==> src/slcd_pkg.sv <==
// shared types and constants for the sync/length/checksum deframer
package slcd_pkg;

   // configuration register indexes
   localparam logic [1:0] CSR_SYNC_FIRST   = 2'd0;
   localparam logic [1:0] CSR_SYNC_SECOND  = 2'd1;
   localparam logic [1:0] CSR_LENGTH_LIMIT = 2'd2;

   // field widths
   localparam int unsigned BYTE_W  = 8;
   localparam int unsigned LEN_W   = 7;
   localparam int unsigned INDEX_W = 6;
   localparam int unsigned RSP_W   = 32;

   // commands from the controller to the datapath
   typedef struct packed {
      logic sum_clear;   // timeout: drop the running sum
      logic sum_load;    // hunting: sum restarts at this byte
      logic sum_add;     // sum accumulates this byte
      logic id_load;     // capture message id
      logic len_load;    // capture length, clear fill index
      logic data_beat;   // store payload byte, advance fill index
      logic rd_clear;    // start readout at the first payload byte
      logic rd_inc;      // step readout to the next payload byte
      logic out_load;    // load the result register
   } slcd_cmd_type;

   // status from the datapath to the controller
   typedef struct packed {
      logic sync1_match;
      logic sync2_match;
      logic len_ok;
      logic len_zero;
      logic fill_done;
      logic sum_match;
      logic rd_last;
      logic out_free;
   } slcd_sts_type;

endpackage

==> src/slcd_datapath.sv <==
// deframer datapath: config registers, checksum, header capture, payload memory, result register
module slcd_datapath
   import slcd_pkg::*;
#(
   parameter int unsigned MAX_PAYLOAD = 32
) (
   input  logic                clock,
   input  logic                reset,
   // configuration writes
   input  logic                csr_valid,
   output logic                csr_ready,
   input  logic [1:0]          csr_index,
   input  logic [BYTE_W-1:0]   csr_data,
   // received byte
   input  logic [BYTE_W-1:0]   rx_byte,
   // controller interface
   input  slcd_cmd_type        cmd,
   output slcd_sts_type        sts,
   // result beat
   output logic                rsp_tvalid,
   input  logic                rsp_tready,
   output logic [RSP_W-1:0]    rsp_tdata,
   output logic                rsp_tlast
);

   localparam int unsigned ADDR_W = (MAX_PAYLOAD > 1) ? $clog2(MAX_PAYLOAD) : 1;
   localparam logic [LEN_W-1:0] MAX_LEN = LEN_W'(MAX_PAYLOAD);

   logic [BYTE_W-1:0]  sync_first_ff, sync_first_in;
   logic [BYTE_W-1:0]  sync_second_ff, sync_second_in;
   logic [LEN_W-1:0]   length_limit_ff, length_limit_in;
   logic [BYTE_W-1:0]  sum_ff, sum_in;
   logic [BYTE_W-1:0]  id_ff, id_in;
   logic [LEN_W-1:0]   len_ff, len_in;
   logic [LEN_W-1:0]   fill_ff, fill_in;
   logic [INDEX_W-1:0] rd_idx_ff, rd_idx_in;
   logic               out_valid_ff, out_valid_in;
   logic [BYTE_W-1:0]  out_id_ff;
   logic [LEN_W-1:0]   out_len_ff;
   logic [INDEX_W-1:0] out_idx_ff;
   logic [BYTE_W-1:0]  out_byte_ff;
   logic               out_last_ff;
   logic [LEN_W-1:0]   limit_eff;
   logic [LEN_W-1:0]   fill_next;
   logic [LEN_W-1:0]   rd_next;
   logic               csr_write;

   logic [BYTE_W-1:0]  store_mem [MAX_PAYLOAD];
   logic [BYTE_W-1:0]  store_q_ff;

   assign csr_ready = 1'b1;
   assign csr_write = csr_valid & csr_ready;

   // limit in force is the smaller of the register and the buffer depth
   assign limit_eff = (length_limit_ff > MAX_LEN) ? MAX_LEN : length_limit_ff;
   assign fill_next = fill_ff + LEN_W'(1);
   assign rd_next   = LEN_W'(rd_idx_ff) + LEN_W'(1);

   // status toward the controller
   always_comb begin
      sts.sync1_match = (rx_byte == sync_first_ff);
      sts.sync2_match = (rx_byte == sync_second_ff);
      sts.len_ok      = (rx_byte <= {1'b0, limit_eff});
      sts.len_zero    = (rx_byte == '0);
      sts.fill_done   = (fill_next >= len_ff);
      sts.sum_match   = (sum_ff == rx_byte);
      sts.rd_last     = (len_ff == '0) || (rd_next == len_ff);
      sts.out_free    = ~out_valid_ff | rsp_tready;
   end

   // next values of the control registers
   always_comb begin
      sync_first_in   = sync_first_ff;
      sync_second_in  = sync_second_ff;
      length_limit_in = length_limit_ff;
      if (csr_write) begin
         case (csr_index)
            CSR_SYNC_FIRST:   sync_first_in   = csr_data;
            CSR_SYNC_SECOND:  sync_second_in  = csr_data;
            CSR_LENGTH_LIMIT: length_limit_in = csr_data[LEN_W-1:0];
            default:          ;
         endcase
      end

      sum_in = sum_ff;
      if (cmd.sum_clear) begin
         sum_in = '0;
      end else if (cmd.sum_load) begin
         sum_in = rx_byte;
      end else if (cmd.sum_add) begin
         sum_in = sum_ff + rx_byte;
      end

      id_in   = cmd.id_load ? rx_byte : id_ff;
      len_in  = cmd.len_load ? rx_byte[LEN_W-1:0] : len_ff;
      fill_in = fill_ff;
      if (cmd.len_load) begin
         fill_in = '0;
      end else if (cmd.data_beat) begin
         fill_in = fill_next;
      end

      rd_idx_in = rd_idx_ff;
      if (cmd.rd_clear) begin
         rd_idx_in = '0;
      end else if (cmd.rd_inc) begin
         rd_idx_in = rd_next[INDEX_W-1:0];
      end

      out_valid_in = out_valid_ff;
      if (cmd.out_load) begin
         out_valid_in = 1'b1;
      end else if (rsp_tready) begin
         out_valid_in = 1'b0;
      end
   end

   // control and header registers
   always_ff @(posedge clock) begin
      if (reset) begin
         sync_first_ff   <= BYTE_W'(170);
         sync_second_ff  <= BYTE_W'(175);
         length_limit_ff <= LEN_W'(30);
         sum_ff          <= '0;
         id_ff           <= '0;
         len_ff          <= '0;
         fill_ff         <= '0;
         rd_idx_ff       <= '0;
         out_valid_ff    <= 1'b0;
      end else begin
         sync_first_ff   <= sync_first_in;
         sync_second_ff  <= sync_second_in;
         length_limit_ff <= length_limit_in;
         sum_ff          <= sum_in;
         id_ff           <= id_in;
         len_ff          <= len_in;
         fill_ff         <= fill_in;
         rd_idx_ff       <= rd_idx_in;
         out_valid_ff    <= out_valid_in;
      end
   end

   // payload memory, one write and one registered read port
   always_ff @(posedge clock) begin
      if (cmd.data_beat && (fill_ff < MAX_LEN)) begin
         store_mem[fill_ff[ADDR_W-1:0]] <= rx_byte;
      end
      store_q_ff <= store_mem[rd_idx_ff[ADDR_W-1:0]];
   end

   // result register
   always_ff @(posedge clock) begin
      if (cmd.out_load) begin
         out_id_ff   <= id_ff;
         out_len_ff  <= len_ff;
         out_idx_ff  <= rd_idx_ff;
         out_byte_ff <= (len_ff == '0) ? '0 : store_q_ff;
         out_last_ff <= sts.rd_last;
      end
   end

   assign rsp_tvalid = out_valid_ff;
   assign rsp_tdata  = {3'b000, out_byte_ff, out_idx_ff, out_len_ff, out_id_ff};
   assign rsp_tlast  = out_last_ff;

endmodule

==> src/slcd_ctrl.sv <==
// deframer controller: parse phases and payload readout sequencing
module slcd_ctrl
   import slcd_pkg::*;
(
   input  logic         clock,
   input  logic         reset,
   input  logic         req_tvalid,
   output logic         req_tready,
   input  logic         timed_out,
   input  slcd_sts_type sts,
   output slcd_cmd_type cmd
);

   typedef enum logic [2:0] {
      ST_SYNC1,
      ST_SYNC2,
      ST_ID,
      ST_LEN,
      ST_DATA,
      ST_SUM,
      ST_READ,
      ST_LOAD
   } state_type;

   state_type state_ff, state_in;
   logic      accept;

   assign req_tready = (state_ff != ST_READ) && (state_ff != ST_LOAD);
   assign accept     = req_tvalid & req_tready;

   // next state and datapath commands
   always_comb begin
      state_in = state_ff;
      cmd      = '0;
      if (accept && timed_out) begin
         cmd.sum_clear = 1'b1;
         state_in      = ST_SYNC1;
      end else begin
         case (state_ff)
            ST_SYNC1: begin
               if (accept) begin
                  cmd.sum_load = 1'b1;
                  state_in     = sts.sync1_match ? ST_SYNC2 : ST_SYNC1;
               end
            end
            ST_SYNC2: begin
               if (accept) begin
                  cmd.sum_add = 1'b1;
                  state_in    = sts.sync2_match ? ST_ID : ST_SYNC1;
               end
            end
            ST_ID: begin
               if (accept) begin
                  cmd.sum_add = 1'b1;
                  cmd.id_load = 1'b1;
                  state_in    = ST_LEN;
               end
            end
            ST_LEN: begin
               if (accept) begin
                  if (sts.len_ok) begin
                     cmd.sum_add  = 1'b1;
                     cmd.len_load = 1'b1;
                     state_in     = sts.len_zero ? ST_SUM : ST_DATA;
                  end else begin
                     state_in = ST_SYNC1;
                  end
               end
            end
            ST_DATA: begin
               if (accept) begin
                  cmd.sum_add   = 1'b1;
                  cmd.data_beat = 1'b1;
                  if (sts.fill_done) begin
                     state_in = ST_SUM;
                  end
               end
            end
            ST_SUM: begin
               if (accept) begin
                  if (sts.sum_match) begin
                     cmd.rd_clear = 1'b1;
                     state_in     = ST_READ;
                  end else begin
                     state_in = ST_SYNC1;
                  end
               end
            end
            ST_READ: begin
               state_in = ST_LOAD;
            end
            ST_LOAD: begin
               if (sts.out_free) begin
                  cmd.out_load = 1'b1;
                  if (sts.rd_last) begin
                     state_in = ST_SYNC1;
                  end else begin
                     cmd.rd_inc = 1'b1;
                     state_in   = ST_READ;
                  end
               end
            end
            default: begin
               state_in = ST_SYNC1;
            end
         endcase
      end
   end

   // state register
   always_ff @(posedge clock) begin
      if (reset) begin
         state_ff <= ST_SYNC1;
      end else begin
         state_ff <= state_in;
      end
   end

endmodule

==> src/sync_length_checksum_deframer.sv <==
// Deframer for packets of two sync bytes, message id, length, payload and an
// 8-bit additive checksum over all earlier bytes. While parsing, the block takes
// one byte beat per cycle. After a packet passes its checksum the block holds
// off input and sends the payload as a run of result beats; each beat is a
// registered read of the payload memory followed by a load of the result
// register. The input stays blocked until the last beat is loaded, also through
// any result-side stall; the last result may still wait while the next
// packet's bytes are taken.
// A timeout beat (tuser set) drops any packet in progress and gives no result.
module sync_length_checksum_deframer
   import slcd_pkg::*;
#(
   parameter int unsigned MAX_PAYLOAD = 32
) (
   input  logic              clock,
   input  logic              reset,
   // configuration writes
   input  logic              csr_valid,
   output logic              csr_ready,
   input  logic [1:0]        csr_index,
   input  logic [BYTE_W-1:0] csr_data,
   // received beats
   input  logic              req_tvalid,
   output logic              req_tready,
   input  logic [7:0]        req_tdata,   // [7:0] rx_byte
   input  logic [0:0]        req_tuser,   // [0] timed_out
   // result beats
   output logic              rsp_tvalid,
   input  logic              rsp_tready,
   output logic [RSP_W-1:0]  rsp_tdata,   // [7:0] message_id, [14:8] payload_length,
                                          // [20:15] byte_index, [28:21] payload_byte
   output logic              rsp_tlast    // last
);

   slcd_cmd_type cmd;
   slcd_sts_type sts;

   // parse and readout control
   slcd_ctrl u_ctrl (
      .clock      (clock),
      .reset      (reset),
      .req_tvalid (req_tvalid),
      .req_tready (req_tready),
      .timed_out  (req_tuser[0]),
      .sts        (sts),
      .cmd        (cmd)
   );

   // checksum, header, payload memory and result register
   slcd_datapath #(
      .MAX_PAYLOAD (MAX_PAYLOAD)
   ) u_datapath (
      .clock      (clock),
      .reset      (reset),
      .csr_valid  (csr_valid),
      .csr_ready  (csr_ready),
      .csr_index  (csr_index),
      .csr_data   (csr_data),
      .rx_byte    (req_tdata),
      .cmd        (cmd),
      .sts        (sts),
      .rsp_tvalid (rsp_tvalid),
      .rsp_tready (rsp_tready),
      .rsp_tdata  (rsp_tdata),
      .rsp_tlast  (rsp_tlast)
   );

   // the result register is only loaded when it is empty or being drained
   a_load_when_free: assert property (@(posedge clock) disable iff (reset)
      cmd.out_load |-> sts.out_free)
      else $error("result register overwritten");

   // no input is taken while the payload is being read out
   a_no_input_in_readout: assert property (@(posedge clock) disable iff (reset)
      (cmd.rd_inc || cmd.out_load) |-> !req_tready)
      else $error("input taken during readout");

   // an empty packet gives a single last beat with a zero byte
   a_empty_packet: assert property (@(posedge clock) disable iff (reset)
      (rsp_tvalid && (rsp_tdata[14:8] == 7'd0)) |->
         (rsp_tlast && (rsp_tdata[28:21] == 8'd0) && (rsp_tdata[20:15] == 6'd0)))
      else $error("bad empty packet beat");

   // byte index stays inside the packet
   a_index_range: assert property (@(posedge clock) disable iff (reset)
      (rsp_tvalid && (rsp_tdata[14:8] != 7'd0)) |->
         ({1'b0, rsp_tdata[20:15]} < rsp_tdata[14:8]))
      else $error("byte index beyond packet length");

endmodule

==> config.mk <==
export PLATFORM = sky130hd
export DESIGN_NAME = sync_length_checksum_deframer
export DESIGN_NICKNAME = d
export VERILOG_FILES = /design/src/slcd_pkg.sv /design/src/slcd_datapath.sv /design/src/slcd_ctrl.sv /design/src/sync_length_checksum_deframer.sv
export SDC_FILE = /design/constraint.sdc
export NUM_CORES = 1
export LEC_CHECK = 0
export BUFFER_PORTS_ARGS = -buffer_cell sky130_fd_sc_hd__buf_2
export CAP_MARGIN = 25
export CORE_ASPECT_RATIO = 0.5
export CORE_MARGIN = 2
export CORE_UTILIZATION = 55
export DETAILED_ROUTE_END_ITERATION = 12
export PLACE_DENSITY_LB_ADDON = 0.2
export SYNTH_ARGS = -nofsm -noshare
export SYNTH_HDL_FRONTEND = slang
export SYNTH_SLANG_ARGS = --single-unit
==> constraint.sdc <==
create_clock -name clock -period 3.7 [get_ports clock]
set_input_delay 0.37 -clock clock [delete_from_list [all_inputs] [get_ports clock]]
set_output_delay 0.37 -clock clock [all_outputs]
set_load 0.02 [all_outputs]
After elaboration in Yosys (flattened, before gate mapping)
Memories as Yosys holds them, arrays and structs flattened. A register that Yosys moved wholly into a read port is not among the register bits.
Cells that the tools add are included.
W data, S select, Z words.

storage, ports and cells
  RAM bits = 256
  flip-flop bits (word level) = 93
  input port bits = 24
  output and inout port bits = 36
  memories kept = 1
  word-level logic and storage cells = 107

operators by class
  reductions and logical operators = 19
  mux-type cells = 39
  bitwise logic cells = 3
  $lt $le $gt $ge = 4
  equality and inequality tests = 23
  $add $sub $neg = 3

memories
  memory                words  bits a word  read ports  clocked after memory_dff  write ports  line                 RTL
  u_datapath.store_mem  32     8            1           1                         1            slcd_datapath.sv:48  logic [BYTE_W-1:0] store_mem [MAX_PAYLOAD];

operators with widths
  kind                   count
  $mux W3                11
  $eq A8 B8 Y1           3
  $mux W8                3
  $pmux W3 S8            1
  $mux W1                18
  $eq A3 B3 Y1 const B   4
  $ne A2 B1 Y1 const B   6
  $reduce_or A2 Y1       5
  $add A8 B8 Y8          1
  $le A8 B7 Y1           1
  $logic_not A8 Y1       1
  $mux W2                4
  $reduce_and A8 Y1      1
  $add A6 B1 Y7 const B  1
  $add A7 B1 Y7 const B  1
  $eq A7 B7 Y1           1
  $ge A7 B7 Y1           1
  $gt A7 B6 Y1 const B   1
  $logic_not A7 Y1       1
  $lt A7 B6 Y1 const B   1
  $mux W7                1
  $eq A3 B2 Y1 const B   2
  $ne A3 B3 Y1 const B   2
  $reduce_and A2 Y1      3
  other kinds (13)       17

Longest topological paths before layout
  depth in word-level cells = 10
  gate-level depth with buffers = 11
  mapped depth without buffers = 10

Hierarchy
A second synthesis with hierarchy kept.

second synthesis, totals
  cell total of the unflattened synthesis = 934
  area total of the unflattened synthesis = 14944.3 sq um

by module, submodules not included
  module         area each (sq um)  seq. area each (sq um)  instances  cells an instance
  slcd_datapath  14590.2            9949.5                  1          887
  slcd_ctrl      354.1              60.1                    1          47

Worst setup path before layout
OpenSTA, ideal clock, no wires.

  path kind = register -> register
  from = register u_datapath.out_valid_ff (netlist: u_datapath.rsp_tvalid)
  to = register u_datapath.rd_idx_ff[3]
  path slack = 881 ps
  arrival = 2702 ps
  cell stages (with the launch flop) = 8
  library setup time = 117 ps
  buffers on the path = 1
  clock period less this slack = 2819 ps
  data required time = 3583 ps
  cells stage by stage = dfxtp_1 -> nor2b_1 -> nor2_1 -> and2_1 -> clkbuf_1 -> nor2b_1 -> a21oi_1 -> nand2b_1

on the way
  word-level cells in the longest chain between the ends = 5

ends and longest elaborated chain
  item                      line                  RTL
  start: declaration        slcd_datapath.sv:37   logic out_valid_ff, out_valid_in;
  start signal: assignment  slcd_datapath.sv:139  out_valid_ff <= out_valid_in;
  $not A1 Y1                slcd_datapath.sv:68   sts.out_free = ~out_valid_ff | rsp_tready;
  $or A1 B1 Y1              slcd_datapath.sv:68
  $mux W2                   slcd_ctrl.sv:93       if (sts.out_free) begin
  $mux W2                   slcd_ctrl.sv:39       case (state_ff)
  $mux W8                   slcd_ctrl.sv:35       if (accept && timed_out) begin
  end signal: assignment    slcd_datapath.sv:138  rd_idx_ff <= rd_idx_in;
  end: declaration          slcd_datapath.sv:36   logic [INDEX_W-1:0] rd_idx_ff, rd_idx_in;

No other way between the ends.
A chain may end at the register's enable or synchronous reset.

Final worst setup path
  from = register u_ctrl.state_ff[2]
  to = memory u_datapath.store_mem[12][1], enable pin

on the way
  word-level cells in the longest chain between the ends = 9
  elaborated cells on any way between the ends = 12
  those cells by class = eq/ne (3); mux (5); bitwise (1); reduce/logical (3)

ends and longest elaborated chain
  item                             line                  RTL
  start: declaration               slcd_ctrl.sv:25       state_type state_ff, state_in;
  start signal: assignment         slcd_ctrl.sv:115      state_ff <= state_in;
  $ne A3 B3 Y1                     slcd_ctrl.sv:28       assign req_tready = (state_ff != ST_READ) && (state_ff != ST_LOAD);
  $logic_and A1 B1 Y1              slcd_ctrl.sv:28
  $and A1 B1 Y1                    slcd_ctrl.sv:29       assign accept = req_tvalid & req_tready;
  $mux W1                          slcd_ctrl.sv:71       if (accept) begin
  $mux W1                          slcd_ctrl.sv:39
  $mux W8 *                        slcd_ctrl.sv:35
  $logic_and A1 B1 Y1 *            slcd_datapath.sv:145  if (cmd.data_beat && (fill_ff < MAX_LEN)) begin
  $mux W1 *                        slcd_datapath.sv:145
  $mux W1 (implied by the code) *  slcd_datapath.sv:146  store_mem[fill_ff[ADDR_W-1:0]] <= rx_byte;
  end: declaration                 slcd_datapath.sv:48

Every way passes the cells marked *; elsewhere a longest branch is shown, timed or not.

==> impl_metrics.csv <==
group,metric,value,unit
grt,track_usage,0.248,
power,finalPower,0.00779,W
grt,grt_pass1_vias,8219,
timing,drv_slew,0,
clocking,cts-root-buf,"clkbuf_16",
yosys,syn_inst,931,
yosys,ys_warn_count,0,
yosys,synth_edf_count,286,
timing,setup_viol,0,
finish,fill_cells,1866,
timing,hold_viol_final,0,
yosys,synth_top_area_share,0.575,
hold_path,holdCritPathClass,"in -> reg",
clocking,htreeDepth,1,
worst_setup_path,critPathArrivalTime,3.32,ns
placed_design,port_buffers,55,
finish,drive_gt1_frac,0.219,
worst_setup_path,cp_cell_sequence,"nand2b_1, or3_1, nor3_1, nand2_1, nor2_1",
floorplanning,core_area,26500,um2
worst_setup_path,cpPeakStageDelay,0.71,ns
yosys,synth_flop_cell,"edfxtp_1",
timing,clock.fmax,0.321,GHz
yosys,synth_area,14900,um2
yosys,ys_ff_latch,357,
worst_setup_path,path_buf_inv,0,
placed_design,place.gp.congestion,0.839,
clocking,cts_tree,"done",
yosys,async_reset_ff_frac,0,
worst_setup_path,cpMaxStageDelayCell,"nor2_1",
timing,finalClockSkew,0.00950,ns
timing,min_period_over_period,0.841,
clocking,cts_setup_buffers,0,
finish,syn2layout_area_growth,11.1,%
timing,rsz0062_at_grt,"false",
clocking,cts.clk_slew.worst_paths,0.07,ns
floorplanning,num_rows,42,
floorplanning,die_h,120,um
yosys,avgSynthCellArea,16.0,um2
routing,drc,0,
clocking,clock_latency,0.57,ns
clocking,cts_made_buffers,30,
routing,drt-vias-per-instance,6.16,
finish,final_nets,1041,
worst_setup_path,worstPathRequired,3.90,ns
yosys,ys_types,59,
power,power_density,470,nW/um2
grt,grt_max_degree,50,
clocking,ctsResizeCount,0,
floorplanning,die_area,28600,um2
yosys,ys_top_cells_by_count,"edfxtp_1 (286), nor2_1 (82), mux4_2 (80), dfxtp_1 (71), nand2_1 (49)",
yosys,synth_area_leader_cell,"edfxtp_1",
routing,wl_per_cell,25.0,um
floorplanning,die_w,237,um
flow_run,drv_cap,0,
yosys,synth_area_leaders,"edfxtp_1 (58%), mux4_2 (12%), dfxtp_1 (9.5%), ha_1 (2.2%), nor2_1 (2.1%)",
timing,period_needed,3.11,ns
grt,grt_pass1_wl,51.9,mm
floorplanning,ios,60,
clocking,cts_max_path_buffers,3,
power,p_leak,5.59,nW
worst_setup_path,worstSetupPathType,"reg -> reg",
timing,worstMarginPinSlew,0.891,ns
finish,post-route-util,0.625,
routing,vias,8420,
grt,antenna_found_initial,1,
timing,finalSetupTns,0,ns
worst_setup_path,cp_max_fo,12,
timing,slew_headroom,0.406,
routing,drt_iter0_markers,851,
yosys,synth.most_common_cell,"edfxtp_1",
clocking,numClockSinks,357,
worst_setup_path,critPathLaunchType,"flop",
worst_setup_path,critPathTopFamily,"simple AND/OR/NAND/NOR gates",
floorplanning,start_util,0.562,
worst_setup_path,cp-end-kind,"flop",
timing,layout_setup_ws,0.589,ns
yosys,ys_seq_area_frac,0.671,
routing,wl,34.2,mm
placed_design,dpl.hpwl,21.6,mm
status,status,"finished clean",
routing,firstDrtPassIters,4,
grt,grt_overflow,0,
routing,final_antenna_net_count,0,
placed_design,pre_cts_slack,0.557,ns
clocking,ctsHoldBuffers,0,
power,peakVddDrop,285,uV
[logic make-up (layout without fill, tap and decap cells)]
group,Yosys count,in the layout,share of synthesized area
compound gates,83,83,0.0381
flops,357,357,0.671
simple gates,238,238,0.0787
xor+xnor,37,37,0.0217
fa+ha+maj,27,27,0.0231
other cells,2,6,0.000503
buf+inv,72,152,0.0222
mux,115,115,0.145
[report_power, final]
part	switching (W)	internal, W	total, W
registers	0.0000114	0.00433	0.00434
clock network	0.00145	0.00175	0.00320
logic	0.000166	0.0000738	0.000240
[layer usage]
metal,track usage,vias up,share of wire
li1,-,3702,-
met4,0.0542,0,0.021
met1,0.369,4262,0.44
met3,0.0612,52,0.090
met2,0.377,404,0.45
met5,0,-,0
[placed cells by master (no fill, tap or decap), drive strengths merged, types with 2 or more instances in the layout]
| cell type | count |
|---|---|
| a211o | 9 |
| a211oi | 10 |
| a21boi | 2 |
| a21o | 4 |
| a21oi | 19 |
| a31oi | 7 |
| a41oi | 2 |
| and2 | 10 |
| buf | 77 |
| bufinv | 3 |
| clkbuf | 34 |
| clkinv | 12 |
| clkinvlp | 6 |
| conb | 5 |
| dfxtp | 71 |
| edfxtp | 286 |
| ha | 26 |
| inv | 20 |
| mux2 | 9 |
| mux2i | 26 |
| mux4 | 80 |
| nand2 | 49 |
| nand2b | 11 |
| nand3 | 14 |
| nand3b | 14 |
| nand4 | 3 |
| nand4b | 4 |
| nor2 | 82 |
| nor2b | 12 |
| nor3 | 17 |
| nor4 | 9 |
| o211a | 2 |
| o211ai | 4 |
| o21ai | 12 |
| o21bai | 2 |
| or3 | 6 |
| or3b | 2 |
| xnor2 | 20 |
| xor2 | 17 |
[worst paths after layout]
kind	startpoint	end	slack, ns	depth (start not counted)
min reg2reg	u_datapath.id_ff[1]	u_datapath.out_id_ff[1]	0.43	0
max	u_ctrl.state_ff[2]	u_datapath.store_mem[12][1]	0.59	5
min	csr_data[7]	u_datapath.sync_first_ff[7]	0.03	2
max reg2reg	u_ctrl.state_ff[2]	u_datapath.store_mem[12][1]	0.59	5
[layout make-up]
cell class,instances,area (um2),area share
Timing Repair Buffer,77,453,0.0273
Antenna cell,1,2.50,0.000151
Clock inverter,22,206,0.0125
Multi-Input combinational cell,505,4600,0.278
Inverter,19,71.3,0.00430
Sequential cell,357,10000,0.604
Tap cell,352,440,0.0266
Clock buffer,34,787,0.0475
[worst register-to-register path: cells and delay by family (launching register included)]
family / cells / cell delay (ns)
DFF: 1 / 0.52
and+or+nand+nor: 5 / 2.22
[flip-flops by register name, indices dropped and copies added, names as in the netlist]
name	count
u_ctrl.state_ff	3
u_datapath.store_q_ff	8
u_datapath.sum_ff	8
u_datapath.store_mem	256
u_datapath.sync_second_ff	8
u_datapath.out_len_ff	7
u_datapath.id_ff	8
u_datapath.rsp_tlast	1
u_datapath.rd_idx_ff	6
u_datapath.len_ff	7
u_datapath.out_idx_ff	6
u_datapath.rsp_tvalid	1
u_datapath.length_limit_ff	7
u_datapath.fill_ff	7
u_datapath.out_id_ff	8
u_datapath.sync_first_ff	8
u_datapath.out_byte_ff	8
[metrics by stage]
step / cells / hold slack [ns] / area, um2
5_1_grt: 1366 / 0.0359 / 16600
3_3_place_gp: 1309 / 0.415 / 15600
4_1_cts: 1365 / 0.0231 / 16600
6_report: 1367 / 0.0346 / 16600
2_1_floorplan: 934 / 0.408 / 14900
3_5_place_dp: 1309 / 0.416 / 15600
Note: power is estimated with default switching activity, not from simulation.
